## config.mk

```make
export PLATFORM = sky130hd
export DESIGN_NAME = hbdp_ram
export DESIGN_NICKNAME = d
export VERILOG_FILES = /design/src/rtl/core/hybrid_branch_direction_predictor_unit_macros.svh /design/src/rtl/core/hbdp_ram.sv
export SDC_FILE = /design/constraint.sdc
export NUM_CORES = 1
export LEC_CHECK = 0
export ABC_CLOCK_PERIOD_IN_PS = 4250
export BUFFER_PORTS_ARGS = -buffer_cell sky130_fd_sc_hd__buf_2
export CAP_MARGIN = 10
export CORE_MARGIN = 2
export CORE_UTILIZATION = 40
export DETAILED_ROUTE_END_ITERATION = 6
export GPL_TIMING_DRIVEN = 0
export PLACE_DENSITY = 0.64
export SLEW_MARGIN = 40
export SYNTH_ARGS = -nofsm -noshare
export SYNTH_HDL_FRONTEND = slang
export SYNTH_SLANG_ARGS = --single-unit
```

## constraint.sdc

```tcl
create_clock -name clk_i -period 4.25 [get_ports clk_i]
set_input_delay 0.2125 -clock clk_i [delete_from_list [all_inputs] [get_ports clk_i]]
set_output_delay 0.2125 -clock clk_i [all_outputs]
set_load 0.05 [all_outputs]
```

## src/rtl/core/hybrid_branch_direction_predictor_unit_macros.svh

```systemverilog
// Assertion macros for the hybrid branch direction predictor.
// Depends on clk_i and rst_ni being visible in the module that uses them.
`ifndef HYBRID_BRANCH_DIRECTION_PREDICTOR_UNIT_MACROS_SVH
`define HYBRID_BRANCH_DIRECTION_PREDICTOR_UNIT_MACROS_SVH

// Antecedent implies consequent, checked on every clock edge out of reset.
`define HBDP_ASSERT_IMPL(label, ante, cons, msg) \
  label: assert property (@(posedge clk_i) disable iff (!rst_ni) (ante) |-> (cons)) \
    else $error(msg);

// The condition never holds.
`define HBDP_ASSERT_NEVER(label, cond, msg) \
  `HBDP_ASSERT_IMPL(label, 1'b1, !(cond), msg)

`endif

```

## src/rtl/core/hbdp_ram.sv

```systemverilog
// Generic single-write, single-read synchronous RAM with registered read data.
// No dependencies.
`timescale 1ns / 1ps
`default_nettype none

module hbdp_ram #(
  parameter int WIDTH = 2,
  parameter int DEPTH = 512
) (
  input  wire logic                     clk_i,
  input  wire logic                     we_i,
  input  wire logic [$clog2(DEPTH)-1:0] waddr_i,
  input  wire logic [WIDTH-1:0]         wdata_i,
  input  wire logic                     re_i,
  input  wire logic [$clog2(DEPTH)-1:0] raddr_i,
  output logic      [WIDTH-1:0]         rdata_o
);

  logic [WIDTH-1:0] mem_q [DEPTH];
  logic [WIDTH-1:0] rdata_q;

  // Write port and registered read port; a read beside a write returns old data.
  always_ff @(posedge clk_i) begin
    if (we_i) begin
      mem_q[waddr_i] <= wdata_i;
    end
    if (re_i) begin
      rdata_q <= mem_q[raddr_i];
    end
  end

  assign rdata_o = rdata_q;

endmodule

`default_nettype wire

```

==> out/qor.txt <==
Post-DRT Antenna Nets: 0
IO buf count: 19
Slew @ Worst Pin: 1.02 ns
clock skew: 0.0388 ns
Nets: 2,775
Reg power frac: 0.515
PD cells: 451 mW/mm²
CORE AREA: 0.105 mm²
Ports: 25
CTS Buffer Depth: 3
clock power share: 0.420
Detailed Routing Iterations Pass 1: 6
syn_nets: 2,631
Reg2Reg Setup Slack: 0.87 ns
crit path time final: 3.72 ns
CTS Root Cell: clkbuf_16
Mapped Area: 0.0423 mm²
top post-synthesis cells by area: edfxtp_1 73%, mux4_2 6.8%, mux2i_1 6.0%
pre-CTS setup slack: 0.0211 ns
Mapped Avg Cell Area: 16.2 µm²
Syn. warnings: 0
vias: 26,600
total wire length: 145,000 µm
clk sinks: 1,026
Syn-to-layout area delta: 13.5%
number of remaining DRC errors: 0
Crit. End Element: flip-flop
DRT iter0 DRCs: 4,704
CTS tree: built
critical path class: in2reg
setup TNS: 0 ns
worst vdd ir: 0.370 mV
EDFF count, synth: 1,026
Max transition margin: 0.320
Cells after Synth: 2,608
Rows: 119
initial antenna violation count: 7
Tcrit/Tclk final: 0.874
GRT Total Usage: 0.264
vias in the first global route: 26,100
most used flip-flop cell after synthesis: edfxtp_1
Die X: 329 µm
# setup viols final: 0
Hold Vio Cnt, Final: 0
Slew Viols, Final: 0
Post-CTS Setup Repair Bufs: 0
worst-path maximum fanout: 10
die area: 0.108 mm²
fmax: 0.269 GHz
CTS clk-pin slew, worst paths: 0.07 ns
placed wire-length estimate: 97,700 µm
grt total ovfl: 0
routability cong.: 1.00
RSZ-0062 raised after global routing: false
most frequent cells in the layout: 1,026 x edfxtp_1, 543 x nor2_1, 252 x mux2i_1, 128 x mux4_2, 110 x o221ai_1
Final WS setup: 0.534 ns
P_sw: 4.95 mW
Multi-input gate area: 0.0104 mm²
register area share after synthesis: 0.728
Crit path required time: 4.64 ns
fraction of registers with async set/reset: 0
Reg area: 0.0308 mm²
startpoint types: input pin
status: finished clean
Synth top area share: 0.728
Initial Utilization: 0.403
WHS: 0.185 ns
area leader, netlist: edfxtp_1
H-tree depth: 3
Layout fillers: 9,123
Worst-Skew Late Latency: 0.71 ns
post-synthesis register bit count: 1,026
Netlist cell types: 57
Lkg Pwr: 15.1 nW
switching part of the total power: 0.229
global-route wire length before repair: 198,000 µm
height of the die: 329 µm
most common cell after layout, fill and taps aside: edfxtp_1
Gate power share: 0.065
layout cells sized above 1: 0.166
maximum capacitance violations: 0
CTS resizes: 0
Int Pwr: 16.7 mW
vias per cell: 6.30
CTS Buf Count: 104
worst hold path type: in2reg
largest net degree at the start of global routing: 110
WL/cell: 34.2 µm
Crit path arrival time: 4.11 ns
## metal layers
| layer | part of all wire | GRT usage | up-vias |
|---|---|---|---|
| met1 | 0.36 | 0.347 | 13600 |
| met3 | 0.14 | 0.0851 | 455 |
| met4 | 0.060 | 0.130 | 12 |
| li1 | - | - | 10500 |
| met5 | 0.00051 | 0 | - |
| met2 | 0.44 | 0.398 | 2050 |
## synthesized netlist by cell type (all sizes together) (2+ instances only)
library cell	n
o22ai	43
o211ai	6
o21ai	35
and2	6
nor4	10
a221oi	7
nor2b	6
and3	4
a21oi	41
buf	97
nand3b	2
a2111oi	3
o32ai	3
nand2	64
nand3	16
nor3	42
o221ai	110
a211oi	11
or4	4
nand2b	2
edfxtp	1026
mux4	128
mux2i	252
nor2	546
nor3b	5
mux2	4
a221o	2
or3	6
clkinv	2
o21a	2
nand4	7
clkbuf	99
inv	2
## worst max-delay path: stages
cell     delay (ns)
buf_2          0.20
buf_2          0.45
buf_2          0.54
buf_2          0.61
mux4_2         0.40
o21ai_0        0.53
a211o_1        0.36
o22ai_1        0.14
or4_1          0.61
## through the flow
stage | total power, mW | area, µm² | std cells | util
after floorplan | 12.0 | 42300 | 2608 | -
after detailed placement | 12.7 | 44700 | 4034 | 0.425
after global placement | 12.7 | 44200 | 4018 | 0.420
final | 21.7 | 48100 | 4229 | 0.457
after global routing | 22.1 | 48100 | 4228 | 0.457
after CTS | 21.6 | 48100 | 4228 | 0.457
## what timing repair did
action                                  4_1_cts  5_1_grt
endpoints found under the setup margin        0        0
hold buffers                                  3        0
endpoints found under the hold margin        52        0
## state kept, by name, indices dropped and copies added (netlist names)
name     count
rdata_o      2
mem_q     1024
## power groups by stage
stage | Clock (mW) | Sequential [mW] | Combinational (mW)
final | 9.10 | 11.1 | 1.40
after global placement | 0 | 11.4 | 1.28
after CTS | 9.10 | 11.1 | 1.36
after detailed placement | 0 | 11.4 | 1.35
after floorplan | 0 | 11.4 | 0.611
after global routing | 9.51 | 11.1 | 1.41
## area by class of cell
cell class / instances / share of cell area
clock buffers: 125 / 0.0567
repair buffers: 38 / 0.0108
diodes: 1 / 0.0000521
well taps: 1391 / 0.0362
plain buffers: 196 / 0.0248
flip-flops and latches: 1026 / 0.641
inverters: 4 / 0.000312
multi-input cells: 1382 / 0.217
clock inverters: 66 / 0.0129
## path summary, 6_finish.rpt
path,startpoint,cells past startpoint,endpoint
worst max-delay path,raddr_i[1],9,rdata_o[1]
worst min-delay path,waddr_i[1],3,mem_q[503][1]
worst max register to register,mem_q[141][1],8,rdata_o[1]
worst min register to register,mem_q[18][0],4,rdata_o[0]
## kinds of logic after synthesis
kind of cell,share of synthesized area
flops,0.728
buf+inv,0.0267
simple gates,0.0700
compound gates,0.0468
mux,0.129
Power figures use the tool's default switching activity.
