**config.mk**
```make
export PLATFORM = sky130hd
export DESIGN_NAME = hbdp_fwd
export DESIGN_NICKNAME = d
export VERILOG_FILES = /design/src/rtl/core/hybrid_branch_direction_predictor_unit_macros.svh /design/src/rtl/core/hbdp_fwd.sv
export SDC_FILE = /design/constraint.sdc
export NUM_CORES = 1
export LEC_CHECK = 0
export BUFFER_PORTS_ARGS = -buffer_cell sky130_fd_sc_hd__buf_2
export CELL_PAD_IN_SITES_DETAIL_PLACEMENT = 1
export CELL_PAD_IN_SITES_GLOBAL_PLACEMENT = 1
export CORE_MARGIN = 5
export CORE_UTILIZATION = 28
export DETAILED_ROUTE_END_ITERATION = 8
export GPL_ROUTABILITY_DRIVEN = 1
export PLACE_DENSITY_LB_ADDON = 0.1
export SETUP_SLACK_MARGIN = 0.2
export SYNTH_ARGS = -nofsm -noshare
export SYNTH_HDL_FRONTEND = slang
export SYNTH_SLANG_ARGS = --single-unit
```
**constraint.sdc**
```tcl
create_clock -name clk_i -period 1.5 [get_ports clk_i]
set_clock_uncertainty 0.1 [all_clocks]
set_input_delay 0.3 -clock clk_i [delete_from_list [all_inputs] [get_ports clk_i]]
set_output_delay 0.3 -clock clk_i [all_outputs]
set_load 0.01 [all_outputs]
```
**src/rtl/core/hybrid_branch_direction_predictor_unit_macros.svh**
```systemverilog
// Assertion macros for the hybrid branch direction predictor.
// Depends on clk_i and rst_ni being visible in the module that uses them.
`ifndef HYBRID_BRANCH_DIRECTION_PREDICTOR_UNIT_MACROS_SVH
`define HYBRID_BRANCH_DIRECTION_PREDICTOR_UNIT_MACROS_SVH

// Antecedent implies consequent, checked on every clock edge out of reset.
`define HBDP_ASSERT_IMPL(label, ante, cons, msg) \
  label: assert property (@(posedge clk_i) disable iff (!rst_ni) (ante) |-> (cons)) \
    else $error(msg);

// The condition never holds.
`define HBDP_ASSERT_NEVER(label, cond, msg) \
  `HBDP_ASSERT_IMPL(label, 1'b1, !(cond), msg)

`endif

```
**src/rtl/core/hbdp_fwd.sv**
```systemverilog
// Last-write bypass for a RAM whose read was issued at the edge of that write.
// No dependencies.
`timescale 1ns / 1ps
`default_nettype none

module hbdp_fwd #(
  parameter int AW = 9,
  parameter int DW = 2
) (
  input  wire logic          clk_i,
  input  wire logic          rst_ni,
  input  wire logic          we_i,
  input  wire logic [AW-1:0] waddr_i,
  input  wire logic [DW-1:0] wdata_i,
  input  wire logic [AW-1:0] raddr_i,
  input  wire logic [DW-1:0] rdata_i,
  output logic      [DW-1:0] data_o
);

  logic          valid_q;
  logic [AW-1:0] addr_q;
  logic [DW-1:0] data_q;

  // Remember the most recent write.
  always_ff @(posedge clk_i or negedge rst_ni) begin
    if (!rst_ni) begin
      valid_q <= 1'b0;
    end else if (we_i) begin
      valid_q <= 1'b1;
    end
  end

  always_ff @(posedge clk_i) begin
    if (we_i) begin
      addr_q <= waddr_i;
      data_q <= wdata_i;
    end
  end

  // A matching recent write is at least as new as the RAM data.
  assign data_o = (valid_q && (addr_q == raddr_i)) ? data_q : rdata_i;

endmodule

`default_nettype wire

```
==> implementation parameters <==
Parameter                              Value

Outcome
  Outcome    finished with violations
  Failing checks    setup timing

Final layout
  Net count reported at finish    85
  Share of final-layout standard cells stronger than drive strength 1    55.93%
  Area taken by flip-flops and latches    355.3 um^2
  Area used by multi-input combinational logic    roughly 150 um^2
  Area delta synth->final    43.73%
  Diode count    0
  Fill count    186

Setup path
  Worst Path Arrival    1.69 ns
  Worst reg2reg path endpoint    valid_q
  Worst R2R Start    valid_q
  Delay contributed by the slowest stage of the critical path    0.39 ns
  CP max FO    2
  Crit path launch type    register
  Depth of the worst register-to-register path    1
  Cell with the largest stage delay on the worst path    sky130_fd_sc_hd__edfxtp_1
  Setup slack, reg-to-reg    0.62 ns
  Launch point of the worst path    addr_q[8]
  WS Path Type    register to primary output
  Worst setup EP type    primary output
  Cell chain of the critical path    xnor2_1, nand4_1, nor3_4, mux2_4, buf_6
  Required time of the worst setup path    1.10 ns
  Worst setup path end    data_o[0]

Drt
  1st-iter DRT viols    2
  Antenna-violating nets left    0
  Count of vias placed by the detailed router    340
  Wire length reported by the detailed router    978 um
  Average vias per placed instance    4.474
  DRC violations left    0
  Total iterations of the first detailed-routing run    2
  Routed wire length per instance    12.87 um

Clock network
  CTS tree    built
  Clock Pin Slew Worst Setup and Hold Paths    0.07 ns
  Skew-Pair Late Insertion Delay    0.26 ns
  CTS max path bufs    2
  Number of H-tree levels    1
  Post-CTS repair timing setup buffer count    0
  CTS Root Buffer Type    sky130_fd_sc_hd__clkbuf_4
  CTS sink cnt    12
  Inserted Clock Buffers    3

GRT
  Total congestion overflow after global routing    0
  Antenna violations before repair    0
  Global-route wire length before repair    1545 um
  Via count of the first global-routing pass    380
  Pin count of the biggest net entering global routing    13
  Overall track demand over capacity in global routing    8.318%

Floorplan
  Die area    about 2700 um^2
  Initial core utilization    28.96%
  Chip height    a little over 50 um
  Core area    1689 um^2
  Boundary Pins    27
  Die width    51.80 um
  Number of rows created at floorplan    15

Power and ir drop
  Maximum VDD drop    0.5347 mV
  Design Power    ~690 uW
  Power per unit of standard cell area    slightly below 1000 nW/um^2
  Leakage Power    0.2881 nW

Place
  GP Congestion    roughly 0.63
  Worst slack at placement    -0.3145 ns
  PortBufs    26
  Half-perimeter wire length of the detailed placement result    825.9 um

Logic synthesis
  Share of synthesized area occupied by flip-flops and latches    approximately 73%
  Number of warning messages in the yosys log    0
  Post-synthesis register bit count    12
  Per-instance average area after synthesis    17.47 um^2
  Cell count after synthesis    28
  Number of distinct library cell variants in the gate-level netlist after synthesis    8
  Summed instance area of the synthesized netlist    489.2 um^2
  Net count after synthesis    53

STA
  Relative slew slack    83.26%
  Minimum setup slack in the final design    -0.5854 ns
  Maximum clock frequency    479.5 MHz
  Worst hold margin    between 0.09 and 0.1 ns
  Share of the clock period used by the worst path after layout    139.0%
  Max-slew violations    0
  Transition time at the pin with the least slew margin    between 0.2 and 0.3 ns
  Setup-violating endpoint count in the final report    2
  Number of hold violations in the final report    0
  Final worst path period need    2.085 ns
  RSZ-0062 raised after global routing    yes

Run
  Max_cap viols    0

Min path
  Hold Path Class    primary input to register
==> Yosys cell counts (all sizes together) <==
| cell type | n | share of area (%) |
|---|---|---|
| nor3 | 1 | 2.0 |
| mux2 | 2 | 4.6 |
| edfxtp | 11 | 68 |
| xnor2 | 9 | 16 |
| nand4 | 2 | 2.6 |
| dfrtp | 1 | 5.1 |
| nand2 | 1 | 0.77 |
| or2 | 1 | 1.3 |
==> stage by stage <==
| step | cell area, um^2 | utilization [%] | TNS [ns] | cells |
|---|---|---|---|---|
| floorplan | 489.2 | - | -0.1586 | 28 |
| global placement | 640.6 | 37.93 | -0.6274 | 71 |
| detailed placement | 640.6 | 37.93 | -0.6280 | 71 |
| CTS | 676.9 | 40.07 | -1.224 | 76 |
| global route | 703.2 | 41.63 | -1.374 | 76 |
| finish | 703.2 | 41.63 | -1.170 | 76 |
==> cell usage in the layout, fill, tap and decap left out, drive strengths merged <==
cell type,count
mux2,2
buf,26
edfxtp,11
nand4,2
dfrtp,1
dlygate4sd3,1
xnor2,9
nor3,1
or2,1
nand2,1
clkbuf,4
==> worst min path at each step <==
stage / from / to / slack (ns) / cells past startpoint
finish: waddr_i[2] / addr_q[2] / 0.1 / 1
global route: waddr_i[2] / addr_q[2] / 0.08 / 1
CTS: waddr_i[2] / addr_q[2] / 0.09 / 1
detailed placement: rst_ni / valid_q / -0.02 / 1
global placement: rst_ni / valid_q / -0.02 / 1
floorplan: rst_ni / valid_q / -0.1 / 0
==> registers in the layout (all words and copies together), names as in the netlist <==
signal	flops
addr_q	9
valid_q	1
data_q	2
==> cell type report <==
class | instances | share of cell area, %
Sequential cell | 12 | 50.53
Timing Repair Buffer | 27 | 21.71
Multi-Input combinational cell | 16 | 21.00
Clock buffer | 4 | 3.737
Tap cell | 17 | 3.025
==> report_power, final <==
part           switching, mW  total (mW)  internal (mW)
clock                 0.0967       0.199          0.103
combinational         0.0339      0.0879         0.0541
sequential           0.00913       0.402          0.392
==> metal layers <==
layer  GRT usage, %  vias up  share of wire, %
met4          2.620        0                 0
met1          6.667      159                31
li1               -      163                 -
met2          15.68       18                58
met5              0        -                 0
met3          5.731        0                11
==> worst max-delay path, delay by kind of cell (launching register included) <==
| family | cells | cell delay (ns) |
|---|---|---|
| muxes | 1 | 0.32 |
| DFF | 1 | 0.39 |
| xor gates and xnor gates | 1 | 0.16 |
| buffers and inverters | 1 | 0.12 |
| and+or+nand+nor | 2 | 0.42 |
==> logic make-up (layout without fill, tap and decap cells) <==
kind of cell | Yosys count | in the layout | share of synthesized area, %
and+or+nand+nor | 5 | 5 | 6.649
buffers and inverters | 0 | 31 | 0
DFF | 12 | 12 | 72.63
xor gates and xnor gates | 9 | 9 | 16.11
muxes | 2 | 2 | 4.603
==> timing repair <==
action,CTS,global route
endpoints found under the setup margin,2,2
pin swaps,0,3
hold buffers,1,0
hold endpoints to repair,1,0
resized for setup,0,5
Note: power is estimated with default switching activity, not from simulation.
